**src/hw/rtl/assert_macros.svh**
```systemverilog
// Assertion helpers shared by the fade engine RTL.
`ifndef ASSERT_MACROS_SVH
`define ASSERT_MACROS_SVH

// Property checked on every rising clock edge outside reset.
`define RLFE_ASSERT(lbl, clk, rst_n, prop, msg) \
	lbl: assert property (@(posedge clk) disable iff (!rst_n) prop) \
		else $error(msg);

// Condition that must never be seen outside reset.
`define RLFE_ASSERT_NEVER(lbl, clk, rst_n, cond, msg) \
	`RLFE_ASSERT(lbl, clk, rst_n, !(cond), msg)

`endif

```
**src/hw/rtl/rlfe_pkg.sv**
```systemverilog
`timescale 1ns / 1ps
`default_nettype none

package rlfe_pkg;

	localparam int unsigned CH_W      = 8;
	localparam int unsigned NUM_CH    = 3;
	localparam int unsigned LEN_W     = 16;
	localparam int unsigned TIME_W    = 32;
	localparam int unsigned P_W       = 10;
	localparam int unsigned DVD_W     = LEN_W + P_W;
	localparam int unsigned DIV_STEPS = P_W;
	localparam int unsigned MIX_W     = 18;

	localparam int unsigned PERMILLE  = 1000;
	localparam int unsigned MIX_ROUND = 500;

	// floor(x / 1000) == (x * MIX_RECIP) >> MIX_SHIFT for any x below 2^MIX_W
	localparam int unsigned          RECIP_W   = 19;
	localparam int unsigned          MIX_SHIFT = 28;
	localparam logic [RECIP_W-1:0]   MIX_RECIP = 19'd268436;

	localparam logic [LEN_W-1:0] SOFT_START_RST = 16'd300;
	localparam logic [LEN_W-1:0] SOFT_STOP_RST  = 16'd600;
	localparam logic [LEN_W-1:0] XFADE_RST      = 16'd200;

	typedef logic [NUM_CH-1:0][CH_W-1:0] color_t;

	typedef enum logic [1:0] {
		CMD_TICK  = 2'd0,
		CMD_APPLY = 2'd1,
		CMD_FILL  = 2'd2
	} cmd_t;

	typedef enum logic [1:0] {
		REG_SOFT_START = 2'd0,
		REG_SOFT_STOP  = 2'd1,
		REG_CROSSFADE  = 2'd2
	} cfg_reg_t;

	typedef enum logic [2:0] {
		ST_IDLE,
		ST_ADV,
		ST_PDIV,
		ST_MIXP,
		ST_MDIV,
		ST_CMD,
		ST_DONE
	} state_t;

	typedef struct packed {
		logic             start;
		logic [DVD_W-1:0] dividend;
		logic [LEN_W-1:0] divisor;
	} div_req_t;

	typedef struct packed {
		logic           done;
		logic [P_W-1:0] quotient;
	} div_rsp_t;

endpackage

`default_nettype wire

```
**src/hw/rtl/rlfe_div.sv**
```systemverilog
`timescale 1ns / 1ps
`default_nettype none

`include "assert_macros.svh"

// Restoring divider, one quotient bit per cycle.
// The dividend must be below divisor * 2^P_W.
module rlfe_div (
	input  wire logic               clk,
	input  wire logic               arst_n,
	input  wire rlfe_pkg::div_req_t req,
	output rlfe_pkg::div_rsp_t      rsp
);

	localparam int unsigned CNT_W = $clog2(rlfe_pkg::DIV_STEPS + 1);
	localparam int unsigned LW    = rlfe_pkg::LEN_W;
	localparam int unsigned QW    = rlfe_pkg::P_W;

	logic             busy_q;
	logic             done_q;
	logic [CNT_W-1:0] cnt_q;
	logic [LW-1:0]    dvs_q;
	logic [LW-1:0]    rem_q;
	logic [QW-1:0]    num_q;
	logic [LW+1:0]    diff;
	logic             qbit;

	assign diff = {1'b0, rem_q, num_q[QW-1]} - {2'b00, dvs_q};
	assign qbit = !diff[LW+1];

	always_ff @(posedge clk or negedge arst_n) begin
		if (!arst_n) begin
			busy_q <= 1'b0;
			done_q <= 1'b0;
			cnt_q  <= '0;
		end else if (req.start) begin
			busy_q <= 1'b1;
			done_q <= 1'b0;
			cnt_q  <= CNT_W'(rlfe_pkg::DIV_STEPS);
		end else if (busy_q) begin
			cnt_q <= cnt_q - CNT_W'(1);
			if (cnt_q == CNT_W'(1)) begin
				busy_q <= 1'b0;
				done_q <= 1'b1;
			end
		end else begin
			done_q <= 1'b0;
		end
	end

	always_ff @(posedge clk) begin
		if (req.start) begin
			dvs_q <= req.divisor;
			rem_q <= req.dividend[rlfe_pkg::DVD_W-1:QW];
			num_q <= req.dividend[QW-1:0];
		end else if (busy_q) begin
			rem_q <= qbit ? diff[LW-1:0] : {rem_q[LW-2:0], num_q[QW-1]};
			num_q <= {num_q[QW-2:0], qbit};
		end
	end

	assign rsp.done     = done_q;
	assign rsp.quotient = num_q;

	`RLFE_ASSERT(a_start_sets_busy, clk, arst_n, req.start |=> busy_q, "divider not busy after start")
	`RLFE_ASSERT_NEVER(a_no_restart, clk, arst_n, busy_q && req.start, "divider restarted while busy")

endmodule

`default_nettype wire

```
**src/hw/rtl/rgb_light_fade_engine_unit.sv**
```systemverilog
`timescale 1ns / 1ps
`default_nettype none

// Channel   Handshake              Payload
// in        in_valid / in_ready    command, now_ms, light_mode, red, green, blue
// out       out_valid / out_ready  out_red, out_green, out_blue, fading, color_changed
// cfg       cfg_we                 cfg_index, cfg_data
//
// Fill: from accept straight to the result state; tick or command with no fade running: via
// the advance and command states. Running fade: adds the serial progress divider and a
// rounded blend per color channel (scaled sum, then reciprocal multiply).
// in_ready is high only while idle; a finished result may wait in the output register.
// arst_n clears the fade state and loads the default fade lengths.
module rgb_light_fade_engine_unit (
	input  wire logic                         clk,
	input  wire logic                         arst_n,
	input  wire logic                         in_valid,
	output logic                              in_ready,
	input  wire logic [1:0]                   command,
	input  wire logic [rlfe_pkg::TIME_W-1:0]  now_ms,
	input  wire logic                         light_mode,
	input  wire logic [rlfe_pkg::CH_W-1:0]    red,
	input  wire logic [rlfe_pkg::CH_W-1:0]    green,
	input  wire logic [rlfe_pkg::CH_W-1:0]    blue,
	output logic                              out_valid,
	input  wire logic                         out_ready,
	output logic [rlfe_pkg::CH_W-1:0]         out_red,
	output logic [rlfe_pkg::CH_W-1:0]         out_green,
	output logic [rlfe_pkg::CH_W-1:0]         out_blue,
	output logic                              fading,
	output logic                              color_changed,
	input  wire logic                         cfg_we,
	input  wire logic [1:0]                   cfg_index,
	input  wire logic [rlfe_pkg::LEN_W-1:0]   cfg_data
);

	localparam int unsigned LW = rlfe_pkg::LEN_W;
	localparam int unsigned TW = rlfe_pkg::TIME_W;
	localparam int unsigned QW = rlfe_pkg::P_W;
	localparam int unsigned CW = rlfe_pkg::CH_W;
	localparam int unsigned MW = rlfe_pkg::MIX_W;
	localparam int unsigned DW = rlfe_pkg::DVD_W;
	localparam int unsigned RW = rlfe_pkg::RECIP_W;

	rlfe_pkg::state_t   state_q, state_d;
	rlfe_pkg::div_req_t div_req;
	rlfe_pkg::div_rsp_t div_rsp;

	logic [LW-1:0] soft_start_q, soft_stop_q, xfade_q;

	logic [1:0]       cmd_q;
	logic [TW-1:0]    now_q;
	logic             mode_q;
	rlfe_pkg::color_t color_q, before_q;

	rlfe_pkg::color_t rendered_q, from_q, to_q, tcolor_q;
	logic [LW-1:0]    len_q;
	logic [TW-1:0]    start_q;
	logic             active_q;
	logic             tmode_q;

	logic [QW-1:0] p_q;
	logic [1:0]    ch_q;
	logic [MW-1:0] mix_q;

	logic             out_valid_q;
	rlfe_pkg::color_t out_color_q;
	logic             out_fading_q, out_changed_q;

	rlfe_pkg::color_t  in_color;
	logic [TW-1:0]     elapsed;
	logic              fade_end;
	logic [CW-1:0]     ch_a, ch_b;
	logic signed [CW:0]    dif;
	logic signed [CW+QW+1:0] prod;
	logic [MW-1:0]     base;
	logic [CW+QW+2:0]  mix_sum;
	logic [MW+RW-1:0]  mix_prod;
	logic [CW-1:0]     mix_quo;
	logic              cmd_differs;
	logic [LW-1:0]     new_len;
	logic              out_free;

	assign in_color    = light_mode ? rlfe_pkg::color_t'({red, green, blue}) : '0;
	assign elapsed     = now_q - start_q;
	assign fade_end    = (len_q == '0) || (elapsed >= {{(TW-LW){1'b0}}, len_q});
	assign ch_a        = from_q[ch_q];
	assign ch_b        = to_q[ch_q];
	assign dif         = $signed({1'b0, ch_b}) - $signed({1'b0, ch_a});
	assign prod        = dif * $signed({1'b0, p_q});
	assign base        = MW'(ch_a) * MW'(rlfe_pkg::PERMILLE) + MW'(rlfe_pkg::MIX_ROUND);
	assign mix_sum     = {{(CW+QW+3-MW){1'b0}}, base} + {prod[CW+QW+1], prod};
	assign mix_prod    = (MW+RW)'(mix_q) * (MW+RW)'(rlfe_pkg::MIX_RECIP);
	assign mix_quo     = mix_prod[rlfe_pkg::MIX_SHIFT +: CW];
	assign cmd_differs = (mode_q != tmode_q) || (color_q != tcolor_q);
	assign out_free    = !out_valid_q || out_ready;

	always_comb begin
		if (rendered_q == color_q) begin
			new_len = '0;
		end else if (rendered_q == '0) begin
			new_len = soft_start_q;
		end else if (color_q == '0) begin
			new_len = soft_stop_q;
		end else begin
			new_len = xfade_q;
		end
	end

	rlfe_div u_div (
		.clk    (clk),
		.arst_n (arst_n),
		.req    (div_req),
		.rsp    (div_rsp)
	);

	always_ff @(posedge clk or negedge arst_n) begin
		if (!arst_n) begin
			state_q <= rlfe_pkg::ST_IDLE;
		end else begin
			state_q <= state_d;
		end
	end

	always_comb begin
		state_d  = state_q;
		in_ready = 1'b0;
		div_req  = '0;
		unique case (state_q)
			rlfe_pkg::ST_IDLE: begin
				in_ready = 1'b1;
				if (in_valid) begin
					state_d = (command == rlfe_pkg::CMD_FILL) ? rlfe_pkg::ST_DONE
					                                         : rlfe_pkg::ST_ADV;
				end
			end
			rlfe_pkg::ST_ADV: begin
				if (!active_q || fade_end) begin
					state_d = rlfe_pkg::ST_CMD;
				end else begin
					div_req.start    = 1'b1;
					div_req.dividend = DW'(elapsed[LW-1:0]) * DW'(rlfe_pkg::PERMILLE);
					div_req.divisor  = len_q;
					state_d          = rlfe_pkg::ST_PDIV;
				end
			end
			rlfe_pkg::ST_PDIV: begin
				if (div_rsp.done) begin
					state_d = rlfe_pkg::ST_MIXP;
				end
			end
			rlfe_pkg::ST_MIXP: begin
				state_d = rlfe_pkg::ST_MDIV;
			end
			rlfe_pkg::ST_MDIV: begin
				state_d = (ch_q == '0) ? rlfe_pkg::ST_CMD : rlfe_pkg::ST_MIXP;
			end
			rlfe_pkg::ST_CMD: begin
				state_d = rlfe_pkg::ST_DONE;
			end
			rlfe_pkg::ST_DONE: begin
				if (out_free) begin
					state_d = rlfe_pkg::ST_IDLE;
				end
			end
			default: begin
				state_d = rlfe_pkg::ST_IDLE;
			end
		endcase
	end

	always_ff @(posedge clk or negedge arst_n) begin
		if (!arst_n) begin
			soft_start_q <= rlfe_pkg::SOFT_START_RST;
			soft_stop_q  <= rlfe_pkg::SOFT_STOP_RST;
			xfade_q      <= rlfe_pkg::XFADE_RST;
			rendered_q   <= '0;
			from_q       <= '0;
			to_q         <= '0;
			tcolor_q     <= '0;
			len_q        <= '0;
			start_q      <= '0;
			active_q     <= 1'b0;
			tmode_q      <= 1'b0;
			out_valid_q  <= 1'b0;
		end else begin
			if (cfg_we) begin
				unique case (cfg_index)
					rlfe_pkg::REG_SOFT_START: soft_start_q <= cfg_data;
					rlfe_pkg::REG_SOFT_STOP:  soft_stop_q  <= cfg_data;
					rlfe_pkg::REG_CROSSFADE:  xfade_q      <= cfg_data;
					default: ;
				endcase
			end

			if (state_q == rlfe_pkg::ST_IDLE && in_valid && command == rlfe_pkg::CMD_FILL) begin
				rendered_q <= in_color;
				from_q     <= in_color;
				to_q       <= in_color;
				tcolor_q   <= in_color;
				tmode_q    <= light_mode;
				len_q      <= '0;
				start_q    <= '0;
				active_q   <= 1'b0;
			end

			if (state_q == rlfe_pkg::ST_ADV && active_q && fade_end) begin
				active_q   <= 1'b0;
				rendered_q <= to_q;
			end

			if (state_q == rlfe_pkg::ST_MDIV) begin
				rendered_q[ch_q] <= mix_quo;
			end

			if (state_q == rlfe_pkg::ST_CMD && cmd_q == rlfe_pkg::CMD_APPLY && cmd_differs) begin
				tmode_q  <= mode_q;
				tcolor_q <= color_q;
				from_q   <= rendered_q;
				to_q     <= color_q;
				len_q    <= new_len;
				start_q  <= now_q;
				if (new_len == '0) begin
					active_q   <= 1'b0;
					rendered_q <= color_q;
				end else begin
					active_q <= 1'b1;
				end
			end

			if (state_q == rlfe_pkg::ST_DONE && out_free) begin
				out_valid_q <= 1'b1;
			end else if (out_ready) begin
				out_valid_q <= 1'b0;
			end
		end
	end

	always_ff @(posedge clk) begin
		if (state_q == rlfe_pkg::ST_IDLE && in_valid) begin
			cmd_q    <= command;
			now_q    <= now_ms;
			mode_q   <= light_mode;
			color_q  <= in_color;
			before_q <= rendered_q;
		end
		if (state_q == rlfe_pkg::ST_PDIV && div_rsp.done) begin
			p_q  <= div_rsp.quotient;
			ch_q <= 2'(rlfe_pkg::NUM_CH - 1);
		end
		if (state_q == rlfe_pkg::ST_MIXP) begin
			mix_q <= mix_sum[MW-1:0];
		end
		if (state_q == rlfe_pkg::ST_MDIV) begin
			ch_q <= ch_q - 2'd1;
		end
		if (state_q == rlfe_pkg::ST_DONE && out_free) begin
			out_color_q   <= rendered_q;
			out_fading_q  <= active_q;
			out_changed_q <= (rendered_q != before_q);
		end
	end

	assign out_valid     = out_valid_q;
	assign out_red       = out_color_q[2];
	assign out_green     = out_color_q[1];
	assign out_blue      = out_color_q[0];
	assign fading        = out_fading_q;
	assign color_changed = out_changed_q;

	`RLFE_ASSERT(a_len_nonzero, clk, arst_n, active_q |-> (len_q != '0), "fade running with zero length")
	`RLFE_ASSERT(a_busy_after_accept, clk, arst_n, (in_valid && in_ready) |=> !in_ready, "ready right after accept")
	`RLFE_ASSERT(a_permille_range, clk, arst_n, ((state_q == rlfe_pkg::ST_PDIV) && div_rsp.done) |-> (div_rsp.quotient < QW'(rlfe_pkg::PERMILLE)), "progress out of range")

endmodule

`default_nettype wire

```
**config.mk**
```make
export PLATFORM = sky130hd
export DESIGN_NAME = rgb_light_fade_engine_unit
export DESIGN_NICKNAME = d
export VERILOG_FILES = /design/src/hw/rtl/rlfe_pkg.sv /design/src/hw/rtl/rlfe_div.sv /design/src/hw/rtl/rgb_light_fade_engine_unit.sv
export VERILOG_INCLUDE_DIRS = /design/src /design/src/hw/rtl
export SDC_FILE = /design/constraint.sdc
export NUM_CORES = 1
export LEC_CHECK = 0
export BUFFER_PORTS_ARGS = -buffer_cell sky130_fd_sc_hd__buf_2
export CAP_MARGIN = 20
export CORE_MARGIN = 2
export CORE_UTILIZATION = 47
export CTS_CLUSTER_SIZE = 16
export DETAILED_ROUTE_END_ITERATION = 7
export PLACE_DENSITY = 0.64
export SYNTH_ARGS = -nofsm -noshare
export SYNTH_HDL_FRONTEND = slang
export SYNTH_SLANG_ARGS = --single-unit
```
**constraint.sdc**
```tcl
create_clock -name clk -period 13.23 [get_ports clk]
set_clock_uncertainty 0.1 [all_clocks]
set_input_delay 0.6615 -clock clk [delete_from_list [all_inputs] [get_ports clk]]
set_output_delay 0.6615 -clock clk [all_outputs]
set_load 0.03 [all_outputs]
```
# Word-level counts from Yosys, hierarchy flattened
# Index checks and enable logic that the tools add are counted.
totals:
  regBits: 361
  input_bits: 82
  output_inout_bits: 28
  wordCells: 164
classes:
  addsub: 7
  multipliers: 4
  order_cmp: 3
  n_eq_ne: 19
  mux: 56
  bitwise_logic: 1
  reduce_logical: 33
ops:
  columns: ["operator", "n"]
  rows:
  - ["24-bit 2-to-1 mux", 9]
  - ["16-bit 2-to-1 mux", 8]
  - ["43-bit 2-to-1 mux", 2]
  - ["32-bit 2-to-1 mux", 2]
  - ["24-bit logical NOT", 2]
  - ["24-bit inequality test", 2]
  - ["18-bit by 17-bit multiplier with 34-bit output, second input constant", 1]
  - ["8-bit binary-select mux with 2-bit select", 2]
  - ["32-bit by 16-bit greater-or-equal comparator with 1-bit output", 1]
  - ["16-bit logical NOT", 2]
  - ["32-bit subtractor", 1]
  - ["24-bit bitwise mux", 1]
  - ["24-bit == test", 1]
  - ["8-bit 2-to-1 mux", 3]
  - ["16-bit by 7-bit multiplier with 23-bit output, second input constant", 1]
  - ["3-bit case mux with 7 select lines", 1]
  - ["10-bit 2-to-1 mux", 2]
  - ["18-bit adder", 1]
  - ["18-bit by 9-bit adder with 18-bit output, second input constant", 1]
  - ["9-bit by 11-bit multiplier with 18-bit output", 1]
  - ["3-bit 2-to-1 mux", 6]
  - ["17-bit by 16-bit subtractor with 18-bit output", 1]
  - ["8-bit demux with 2-bit select", 1]
  - ["8-bit by 7-bit multiplier with 15-bit output, second input constant", 1]
  - ["other kinds (29)", 70]

# Logic depth before layout (Yosys ltp)
# Gate-level depths: netlist of the first run.
depth:
  ltp_word: 9
  ltp_mapped: 35
  mapped_depth_nobuf: 33

# Modules after synthesis
# From an unflattened synthesis of the first run, not the netlist that was laid out.
hier_totals:
  cells_unflattened: 2980
  hier_area_um2: 30415.4
by_module_without_submodules:
  columns: ["mod", "n_inst", "cells_each", "area_per_inst_um2", "seq_area_each_um2"]
  rows:
  - ["rgb_light_fade_engine_unit", 1, 2700, 27361.2, 8541.9]
  - ["rlfe_div", 1, 280, 3054.2, 1411.4]

# Worst setup path after synthesis of the first run
# OpenSTA, ideal clock, no wires.
synth_timing:
  kind: "register to register"
  startpoint: "register ch_q[1]"
  endpoint: "register mix_q[14] (data pin)"
  setup_time_ns: 0.258
  arrival_ns: 7.803
  required_ns: 12.872
  setup_slack_ns: 5.069
  path_stages_with_launch: 34
  path_buffers: 3
  period_less_slack_ns: 8.161
  cell_sequence: "edfxtp_1 > clkbuf_1 > clkbuf_1 > mux2i_1 > o21ai_0 > ha_1 > fa_1 > nor2b_1 > o21ai_0 > nand2b_1 > a21o_1 > a21o_1 > a21o_1 > a21o_1 > clkbuf_1 > or2_2 > ha_1 > fa_1 > inv_1 > fa_1 > fa_1 > inv_1 > fa_1 > inv_1 > ha_1 > a21boi_0 > o21ai_0 > a21boi_0 > o21ai_0 > nand2b_1 > a21o_1 > nand2_1 > nor2b_1 > xnor2_1"
synth_between:
  elab_chain_cells: 5
  word_cells_on_any_way: 9
  cone_classes: "add/sub: 3; mul: 2; mux: 4"
synth_lines:
  columns: ["element", "line_no", "source"]
  rows:
  - ["start: declaration", "rgb_light_fade_engine_unit.sv:63", "logic [1:0] ch_q;"]
  - ["start signal: assignment", "rgb_light_fade_engine_unit.sv:249", "ch_q <= 2'(rlfe_pkg::NUM_CH - 1);"]
  - ["start signal: assignment", "rgb_light_fade_engine_unit.sv:255", "ch_q <= ch_q - 2'd1;"]
  - ["8-bit binary-select mux with 2-bit select, on equally long branches", "rgb_light_fade_engine_unit.sv:87, rgb_light_fade_engine_unit.sv:88", null]
  - ["8-bit 2-to-1 mux, on equally long branches", "rgb_light_fade_engine_unit.sv:87, rgb_light_fade_engine_unit.sv:88", null]
  - ["8-bit by 7-bit multiplier with 15-bit output / 8-bit by 8-bit subtractor with 9-bit output (equally long branches)", "rgb_light_fade_engine_unit.sv:91, rgb_light_fade_engine_unit.sv:89", null]
  - ["18-bit by 9-bit adder with 18-bit output / 9-bit by 11-bit multiplier with 18-bit output (equally long branches)", "rgb_light_fade_engine_unit.sv:91, rgb_light_fade_engine_unit.sv:90", null]
  - ["18-bit adder *", "rgb_light_fade_engine_unit.sv:92", "assign mix_sum = {{(CW+QW+3-MW){1'b0}}, base} + {prod[CW+QW+1], prod};"]
  - ["via mix_sum[14]", "rgb_light_fade_engine_unit.sv:77", "logic [CW+QW+2:0] mix_sum;"]
  - ["end signal: assignment", "rgb_light_fade_engine_unit.sv:252", "mix_q <= mix_sum[MW-1:0];"]
  - ["end: declaration", "rgb_light_fade_engine_unit.sv:64", "logic [MW-1:0] mix_q;"]
# The timed path passes the listed nets; every way through them passes the cells marked *. The select of a mux whose other input is x is not followed.
# A chain may end at the register's enable or synchronous reset.

# Worst setup path in the final report of the first run
layout_timing:
  startpoint: "register ch_q[1]"
  endpoint: "register mix_q[17] (data pin)"
# Same word-level chain as after synthesis.

==> results.py, run 1 <==
metrics = {
    "logic_synthesis": {
        "yosys_register_bits": 361,
        "netlist_area_sq_mm": 0.0297,
        "share_of_the_synthesized_area_in_the_top_cell_type_pct": 18.3,
        "synth.area.mux_share_pct": 4.63,
        "synth_top_family_by_area": "adder cells",
        "synthDistinctLibCells": 83,
        "synthSimpleGateAreaFrac_pct": 10.9,
        "most_used_dff_post_synth": "edfxtp_1",
        "synth-edff-count": 181,
        "synth_async_sr_flop_share_pct": 49.9,
        "biggest_area_consumer_among_synthesized_cells": "edfxtp_1",
        "netlist_instances": 2855,
        "synth_sequential_area_ratio_pct": 33.5,
        "complex_gate_fraction_of_the_synthesized_area_pct": 11.0,
        "synth-xor-area-share_pct": 5.02,
        "synth_warnings": 0,
        "syn-mean-instance-area_sq_um": 10.4,
        "mappedNetlistNets": 3487,
        "ys_top_cells_by_area": "edfxtp_1, ha_1, dfrtp_1",
        "synthAdderAreaFrac_pct": 28.2,
    },
    "setup_path": {
        "critical_path_s_slowest_cell": "edfxtp_1",
        "cp-startpoint": "ch_q[1]",
        "cp_top_family": "adder cells",
        "reg2reg_depth": 31,
        "worstSetupStartpointType": "flip-flop",
        "worst_path_largest_cell_delay_ns": 1.06,
        "cp_num_buf_inv": 4,
        "worst-endpoint-required_ns": 13.44,
        "arrival_time_of_the_worst_setup_path_ns": 9.48,
        "cp-end-kind": "flip-flop",
        "startpoint_of_the_worst_register_to_register_path": "ch_q[1]",
        "crit_path_frequent_cell": "fa_1",
        "timing.critical_path.fanout_max": 20,
        "rr_endpoint": "mix_q[17]",
        "setup_slack_of_the_most_critical_reg_to_reg_path_ns": 3.96,
        "critical_path_class": "reg2reg",
    },
    "route": {
        "dr.first_iter.drc_count": 1479,
        "postRouteAntennaNets": 0,
        "drt_pass1_iterations": 5,
        "num_vias": 21100,
        "wl_per_cell_um": 18.9,
        "vias_per_cell": 5.51,
        "drc": 0,
        "routed_wirelength_mm": 72.3,
    },
    "timing": {
        "setup_repair_after_global_routing_missed_its_margin": "false",
        "timing.final.hold_violations": 0,
        "finalCriticalPeriod_ns": 9.27,
        "fin_crit_sh_pct": 70.1,
        "finalSetupViolCount": 0,
        "finalSetupTns_ns": 0,
        "worst_slew_margin_relative_to_its_limit_pct": 24.8,
        "fmax_mhz": 108,
        "worstMarginPinSlew_ns": 1.13,
        "timing.final.max_slew_violations": 0,
    },
    "global_routing": {
        "largest_net_degree_at_the_start_of_global_routing": 116,
        "number_of_global_route_vias_before_repair": 21800,
        "grt_pass1_wl_mm": 117,
        "antenna_found_initial": 2,
        "grt-ovfl-total": 0,
        "gr-usage-all-layers_pct": 22.8,
    },
    "clocking": {
        "clk_latency_ns": 0.58,
        "cts_made_buffers": 42,
        "clock_tree.root_cell": "clkbuf_16",
        "tritoncts_clock_tree": "done",
        "cts.clk_slew.worst_paths_ns": 0.06,
        "ctsHtreeMaxLevel": 2,
        "ctsLongestPathBuffers": 3,
        "cts_sinks": 361,
        "post_cts.resized_instances": 0,
        "post-cts-setup-buffers": 0,
        "postCtsHoldBufs": 0,
    },
    "final_layout": {
        "mostFrequentLayoutCell": "inv_1",
        "synthToLayoutAreaGrowth_pct": 9.77,
        "diodes": 0,
        "utilization_pct": 51.9,
        "most-common-layout-cells": "inv_1, ha_1, nand2_1",
        "design.final.nets": 3588,
        "post_route_cells_drive_above_1_share_pct": 10.3,
        "final.fill_count": 5598,
    },
    "placement": {
        "place_hpwl_mm": 55.9,
        "finalWeightedCongestion": 0.943,
        "io_buffers": 109,
    },
    "floorplanning": {
        "pin_count": 110,
        "initial_cell_density_of_the_core_pct": 47.3,
        "die-area_sq_mm": 0.0652,
        "die_width_um": 255,
        "core_sq_mm": 0.0627,
        "chipHeight_um": 255,
        "placementRows": 92,
    },
    "outcome": {
        "outcome": "complete, no violations",
    },
    "worst_hold_path": {
        "worstHoldPathType": "in2async",
    },
    "run": {
        "cap_viol_max_count": 0,
    },
}
synthesized netlist by cell type (all sizes together) (10+ instances only):
cell and number:
and2 64, clkbuf 53, buf 24, nand2 211, nand3 29, o21bai 10, or3 14, dfrtp 169
o21a 14, a22oi 10, nor3 45, xor2 57, nor4 41, a211oi 11, nor2 91, o21ai 131
nor2b 27, or2 11, a22o 18, nand4 25, mux2 58, inv 439, a21oi 125, a21o 48
dfstp 11, and3 34, nand2b 24, ha 353, a221o 49, edfxtp 181, xnor2 113, mux2i 72
fa 197
state kept, by name (all words and copies together) (netlist names), 3 cells and up:
signal,cells
before_q,24
color_q,24
from_q,24
len_q,16
mix_q,18
now_q,32
out_blue,8
out_green,8
out_red,8
p_q,10
rendered_q,24
soft_start_q,16
soft_stop_q,16
start_q,32
state_q,3
tcolor_q,24
u_div.cnt_q,4
u_div.dvs_q,16
u_div.num_q,10
u_div.rem_q,16
xfade_q,16
metal layers:
| metal | up-vias | share of wire [%] | wire length (um) | global-route usage [%] |
|---|---|---|---|---|
| met1 | 10400 | 44 | 31500 | 30.3 |
| met3 | 143 | 5.2 | 3730 | 3.07 |
| met5 | - | 0.026 | 19 | 0 |
| met2 | 585 | 48 | 34900 | 38.5 |
| li1 | 10000 | - | - | - |
| met4 | 2 | 3.1 | 2220 | 7.50 |
kinds of logic after synthesis:
logic type,count (synthesis)
AND/OR/NAND/NOR,636
adder cells (fa/ha/maj),550
buffers and inverters,516
AO/OA/AOI/OAI,492
flip-flops,361
XOR/XNOR,170
multiplexers,130
cell type report:
type / instances / area (sq um) / area share, %
multi-input cells: 1978 / 17800 / 54.6
flip-flops and latches: 361 / 9950 / 30.6
inverters: 439 / 1650 / 5.06
clock buffers: 53 / 1130 / 3.48
well taps: 846 / 1060 / 3.25
repair buffers: 134 / 779 / 2.39
clock inverters: 24 / 209 / 0.641
worst max-delay path by stage:
stage                      to  slack (ns)  cells past startpoint
floorplan           mix_q[14]        5.07                     33
detailed placement  mix_q[17]        4.09                     31
global route        mix_q[16]        3.28                     31
finish              mix_q[17]        3.96                     31
global placement    mix_q[17]        4.37                     31
CTS                 mix_q[17]        4.03                     31
stage by stage:
stage          cells  hold WS, ns  setup slack (ns)  cell area (sq um)
2_1_floorplan   2855        0.266              5.07              29700
3_3_place_gp    3754        0.327              4.37              31200
3_5_place_dp    3754        0.330              4.09              31200
4_1_cts         3831        0.138              4.03              32500
5_1_grt         3835        0.147              3.28              32600
6_report        3835        0.121              3.96              32600
Power of run 1 is not shown: default switching activity piles up to over one toggle a cycle in this logic, so the estimate is an artifact.
==> inputs of run 2 (changes only) <==
--- a/config.mk
+++ b/config.mk
@@ -6,6 +6,7 @@
 export SDC_FILE = /design/constraint.sdc
 export NUM_CORES = 1
 export LEC_CHECK = 0
+export ABC_AREA = 1
 export BUFFER_PORTS_ARGS = -buffer_cell sky130_fd_sc_hd__buf_2
 export CAP_MARGIN = 20
 export CORE_MARGIN = 2
==> constraint.sdc (replaced) <==
create_clock -name clk -period 9.5 [get_ports clk]
set_clock_uncertainty 0.1 [all_clocks]
set_input_delay 0.475 -clock clk [delete_from_list [all_inputs] [get_ports clk]]
set_output_delay 0.475 -clock clk [all_outputs]
set_load 0.03 [all_outputs]
==> results.py, run 2 <==
metrics = {
    "logic_synthesis": {
        "share_of_the_synthesized_area_in_the_top_cell_type_pct": 17.3,
        "synth_most_common_cell": "nand2_1",
        "synth-edff-count": 181,
        "synth_sequential_area_ratio_pct": 31.7,
        "mappedNetlistNets": 4375,
        "synthDistinctLibCells": 57,
        "biggest_area_consumer_among_synthesized_cells": "edfxtp_1",
        "syn-mean-instance-area_sq_um": 8.38,
        "most_used_dff_post_synth": "edfxtp_1",
        "synth_async_sr_flop_share_pct": 49.9,
        "yosys_register_bits": 361,
        "synth_warnings": 0,
        "netlist_instances": 3743,
        "synth.top_cells.by_count": "nand2_1, inv_1, ha_1",
        "ys_top_cells_by_area": "edfxtp_1, ha_1, dfrtp_1",
        "netlist_area_sq_mm": 0.0314,
    },
    "global_routing": {
        "globalRouteMet2Util_pct": 41.4,
        "grt_util_met3_pct": 3.15,
        "antenna_found_initial": 0,
        "grt.busiest_layer": "met2",
        "use_met1_pct": 31.7,
        "grt-ovfl-total": 0,
        "number_of_global_route_vias_before_repair": 25100,
        "largest_net_degree_at_the_start_of_global_routing": 81,
        "gr-usage-all-layers_pct": 24.1,
        "grt_pass1_wl_mm": 133,
    },
    "final_layout": {
        "post_route_cells_drive_above_1_share_pct": 7.33,
        "design.final.nets": 4512,
        "top_regs": "now_q (32), start_q (32)",
        "layout.area.seq_sq_mm": 0.00995,
        "mostFrequentLayoutCell": "nand2_1",
        "most-common-layout-cells": "nand2_1, inv_1, ha_1",
        "multi_input_comb_area_sq_mm": 0.0182,
        "final.fill_count": 6269,
        "layoutNonFillerInstCount": 4778,
        "synthToLayoutAreaGrowth_pct": 10.4,
        "diodes": 0,
    },
    "timing": {
        "finalCriticalPeriod_ns": 8.53,
        "timing.final.max_slew_violations": 0,
        "post-route-worst-setup-slack_ns": 0.965,
        "setup_repair_after_global_routing_missed_its_margin": "false",
        "finalSetupViolCount": 0,
        "finalSetupTns_ns": 0,
        "fmax_mhz": 117,
        "hold-worst-slack_ns": 0.0444,
        "worstMarginPinSlew_ns": 1.10,
        "worst_slew_margin_relative_to_its_limit_pct": 26.2,
        "timing.final.hold_violations": 0,
        "fin_crit_sh_pct": 89.8,
    },
    "placement": {
        "placed_cells_incl_taps": 4663,
        "io_buffers": 109,
        "place_hpwl_mm": 64.2,
        "post-place-ws_ns": 1.02,
        "finalWeightedCongestion": 0.931,
    },
    "floorplanning": {
        "placementRows": 94,
        "core_sq_mm": 0.0659,
        "pin_count": 110,
        "die_width_um": 262,
        "initial_cell_density_of_the_core_pct": 47.6,
        "die-area_sq_mm": 0.0688,
        "chipHeight_um": 262,
    },
    "setup_path": {
        "timing.critical_path.fanout_max": 15,
        "cp-startpoint": "ch_q[1]",
        "rr_endpoint": "mix_q[17]",
        "worst_path_largest_cell_delay_ns": 0.55,
        "critical_path_class": "reg2reg",
        "worstSetupStartpointType": "flip-flop",
        "crit_path_frequent_cell": "inv_1",
        "arrival_time_of_the_worst_setup_path_ns": 8.73,
        "critical_path_s_slowest_cell": "fa_1",
        "setup_slack_of_the_most_critical_reg_to_reg_path_ns": 0.97,
        "timing.critical_path.to": "mix_q[17]",
        "cp-end-kind": "flip-flop",
        "startpoint_of_the_worst_register_to_register_path": "ch_q[1]",
        "reg2reg_depth": 36,
        "worst-endpoint-required_ns": 9.69,
    },
    "clocking": {
        "ctsHtreeMaxLevel": 2,
        "cts_sinks": 361,
        "cts.clk_slew.worst_paths_ns": 0.06,
        "clk_latency_ns": 0.59,
        "cts_made_buffers": 42,
        "clock_tree.root_cell": "clkbuf_16",
        "ctsLongestPathBuffers": 3,
        "tritoncts_clock_tree": "done",
        "post_cts.resized_instances": 0,
    },
    "outcome": {
        "outcome": "complete, no violations",
    },
    "route": {
        "drt_pass1_iterations": 6,
        "dr.first_iter.drc_count": 1717,
        "num_vias": 25000,
        "wl_per_cell_um": 17.4,
        "drc": 0,
        "routed_wirelength_mm": 83.0,
        "postRouteAntennaNets": 0,
        "vias_per_cell": 5.23,
    },
    "worst_hold_path": {
        "worst_hold_startpoint": "command[1]",
        "worstHoldPathType": "in2reg",
    },
    "run": {
        "cap_viol_max_count": 0,
    },
}
==> run 2: how the worst min path moves through the flow <==
stage | cells after the start | slack, ns | to
floorplan | 0 | 0.08 | active_q
global placement | 0 | 0.33 | p_q[0]
detailed placement | 0 | 0.34 | p_q[0]
CTS | 1 | 0.008 | cmd_q[1]
global route | 1 | 0.02 | cmd_q[1]
finish | 1 | 0.04 | cmd_q[1]
==> run 2: routing by layer <==
| layer | wire length [um] | part of all wire [%] |
|---|---|---|
| met4 | 2460 | 3.0 |
| met2 | 40100 | 48 |
| met3 | 4140 | 5.0 |
| met1 | 36300 | 44 |
| met5 | 0 | 0 |
==> run 2: worst max-delay path, delay by kind of cell, from the launching register on <==
family,cells,cell delay [ns]
buf+inv,8,0.91
compound gates,10,2.02
flops,1,0.43
simple gates,10,1.44
fa+ha+maj,7,3.18
xor+xnor,1,0.13
==> run 2: cell type report <==
type | count | area share (%)
sequential | 361 | 28.7
clock buffer | 58 | 3.39
multi-input combinational | 2539 | 52.5
tap | 864 | 3.12
clock inverter | 20 | 0.607
inverter | 768 | 8.33
timing repair buffer | 168 | 3.28
==> run 2: repair_timing <==
item / 4_1_cts / 5_1_grt
buffers inserted: 0 / 0
hold endpoints to repair: 77 / 0
hold buffers: 33 / 0
==> run 2: cell families (layout without fill, tap and decap cells) <==
| kind of cell | count (synthesis) | in the layout | share of synthesized area, % |
|---|---|---|---|
| and+or+nand+nor | 1373 | 1373 | 18.6 |
| buffers and inverters | 843 | 1014 | 10.3 |
| adders and majority gates | 550 | 550 | 26.7 |
| AOI/OAI and AO/OA | 479 | 479 | 8.74 |
| DFF | 361 | 361 | 31.7 |
| xor gates and xnor gates | 126 | 126 | 3.52 |
| muxes | 11 | 11 | 0.387 |
==> run 2: stage by stage <==
step | util (%) | instance area, sq um
floorplan | - | 31400
global placement | 49.8 | 32800
detailed placement | 49.9 | 32800
CTS | 52.5 | 34600
global route | 52.6 | 34600
finish | 52.6 | 34600
Power of run 2 is left out for the same reason.
==> inputs of run 3 (changes only) <==
--- a/config.mk
+++ b/config.mk
@@ -8,12 +8,13 @@
 export LEC_CHECK = 0
 export ABC_AREA = 1
 export BUFFER_PORTS_ARGS = -buffer_cell sky130_fd_sc_hd__buf_2
-export CAP_MARGIN = 20
+export CELL_PAD_IN_SITES_DETAIL_PLACEMENT = 1
+export CELL_PAD_IN_SITES_GLOBAL_PLACEMENT = 2
 export CORE_MARGIN = 2
-export CORE_UTILIZATION = 47
+export CORE_UTILIZATION = 40
 export CTS_CLUSTER_SIZE = 16
 export DETAILED_ROUTE_END_ITERATION = 7
-export PLACE_DENSITY = 0.64
+export PLACE_DENSITY = 0.84
 export SYNTH_ARGS = -nofsm -noshare
 export SYNTH_HDL_FRONTEND = slang
 export SYNTH_SLANG_ARGS = --single-unit
==> results.py, run 3 (same netlist as run 2, synthesis figures left out) <==
metrics = {
    "outcome": {
        "outcome": "complete, no violations",
    },
    "route": {
        "drt-met1-wl_mm": 41.6,
        "drt_pass1_iterations": 5,
        "routed_wirelength_mm": 95.7,
        "met2_wirelength_mm": 47.5,
        "vias_per_cell": 5.09,
        "num_vias": 25200,
        "route.met3.wl_mm": 3.56,
        "wl_per_cell_um": 19.3,
        "dr.first_iter.drc_count": 1217,
        "maxUsedRoutingLayer": "met5",
        "drc": 0,
        "postRouteAntennaNets": 0,
    },
    "setup_path": {
        "crit_path_frequent_cell": "inv_1",
        "startpoint_of_the_worst_register_to_register_path": "ch_q[1]",
        "arrival_time_of_the_worst_setup_path_ns": 8.98,
        "reg2reg_depth": 36,
        "rr_endpoint": "mix_q[17]",
        "worstSetupStartpointType": "flip-flop",
        "critical_path_s_slowest_cell": "fa_1",
        "setup_slack_of_the_most_critical_reg_to_reg_path_ns": 0.75,
        "timing.critical_path.fanout_max": 15,
        "worst-endpoint-required_ns": 9.74,
        "worst_path_largest_cell_delay_ns": 0.54,
        "critical_path_class": "reg2reg",
        "cp-end-kind": "flip-flop",
    },
    "clocking": {
        "clk_latency_ns": 0.61,
        "ctsLongestPathBuffers": 3,
        "cts_sinks": 361,
        "clock_tree.root_cell": "clkbuf_16",
        "ctsHtreeMaxLevel": 2,
        "tritoncts_clock_tree": "done",
        "cts_made_buffers": 43,
        "cts.clk_slew.worst_paths_ns": 0.07,
    },
    "timing": {
        "timing.final.hold_violations": 0,
        "worst_slew_margin_relative_to_its_limit_pct": 11.2,
        "finalSetupTns_ns": 0,
        "fmax_mhz": 114,
        "timing.final.max_slew_violations": 0,
        "finalCriticalPeriod_ns": 8.75,
        "fin_crit_sh_pct": 92.1,
        "finalSetupViolCount": 0,
        "worstMarginPinSlew_ns": 1.30,
        "hold-worst-slack_ns": 0.0300,
        "setup_repair_after_global_routing_missed_its_margin": "false",
    },
    "placement": {
        "placed_cells_incl_taps": 4842,
        "place_hpwl_mm": 74.5,
        "io_buffers": 109,
        "finalWeightedCongestion": 0.867,
        "place_area_sq_mm": 0.0331,
    },
    "floorplanning": {
        "die_width_um": 284,
        "die-area_sq_mm": 0.0807,
        "core_sq_mm": 0.0776,
        "placementRows": 102,
        "initial_cell_density_of_the_core_pct": 40.4,
        "pin_count": 110,
        "chipHeight_um": 284,
    },
    "final_layout": {
        "mostFrequentLayoutCell": "nand2_1",
        "post_route_cells_drive_above_1_share_pct": 7.35,
        "final_cell_area_sq_mm": 0.0348,
        "synthToLayoutAreaGrowth_pct": 11.1,
        "most-common-layout-cells": "nand2_1, inv_1, ha_1",
        "diodes": 0,
        "top_regs": "now_q (32), start_q (32)",
        "design.final.nets": 4514,
        "layoutNonFillerInstCount": 4957,
    },
    "global_routing": {
        "number_of_global_route_vias_before_repair": 27000,
        "grt_pass1_wl_mm": 151,
        "grt-ovfl-total": 0,
        "gr-usage-all-layers_pct": 23.7,
        "antenna_found_initial": 1,
        "largest_net_degree_at_the_start_of_global_routing": 72,
    },
    "worst_hold_path": {
        "worstHoldPathType": "in2reg",
        "min_path_cells": 3,
        "worst_hold_startpoint": "cfg_data[5]",
        "timing.hold.worst_endpoint": "soft_start_q[5]",
    },
    "run": {
        "cap_viol_max_count": 0,
    },
}
run 3: cell types whose count changed in the layout (fill, tap and decap cells not counted), sizes merged:
cell         previous run  this run
buf                   134       133
inv                   771       772
clkinv                 12        16
clkbuf                 59        56
dlygate4sd3            33        34
bufinv                  2         3
run 3: worst max path at each step:
stage | end | depth (start not counted) | slack (ns) | startpoint
after floorplan | mix_q[17] | 29 | 1.51 | ch_q[0]
after global placement | mix_q[17] | 30 | 0.96 | ch_q[1]
after detailed placement | mix_q[17] | 30 | 0.75 | ch_q[0]
after CTS | mix_q[17] | 30 | 0.69 | ch_q[0]
after global routing | mix_q[17] | 31 | 0.01 | ch_q[1]
final | mix_q[17] | 36 | 0.75 | ch_q[1]
run 3: critical path, delay by kind of cell (launching register included):
family	cells	cell delay (ns)
compound gates	9	1.72
xor+xnor	1	0.13
fa+ha+maj	7	3.12
buf+inv	8	0.95
flops	1	0.44
simple gates	11	2.00
run 3: final cells by class:
type / count / area [sq um]
clock buffers: 54 / 1150
clock inverters: 26 / 287
fillers: 9482 / 42700
inverters: 768 / 2880
multi-input cells: 2539 / 18200
flip-flops and latches: 361 / 9950
well taps: 1040 / 1300
repair buffers: 169 / 1090
run 3: per-stage QoR:
step | setup slack [ns] | utilization, %
2_1_floorplan | 1.51 | -
3_3_place_gp | 0.964 | 42.6
3_5_place_dp | 0.750 | 42.6
4_1_cts | 0.693 | 44.9
5_1_grt | 0.0127 | 44.9
6_report | 0.752 | 44.9
run 3: timing repair:
action,in CTS,in global routing
endpoints found under the hold margin,94,0
hold buffers,34,0
setup buffers,0,1
gates resized for setup,0,0
setup endpoints to repair,0,1
run 3: per-layer routing:
metal,up-vias,track usage (%)
met2,411,42.4
li1,12300,-
met1,12400,29.6
met4,2,7.38
met5,-,0
met3,169,3.27
Power of run 3 is left out for the same reason.
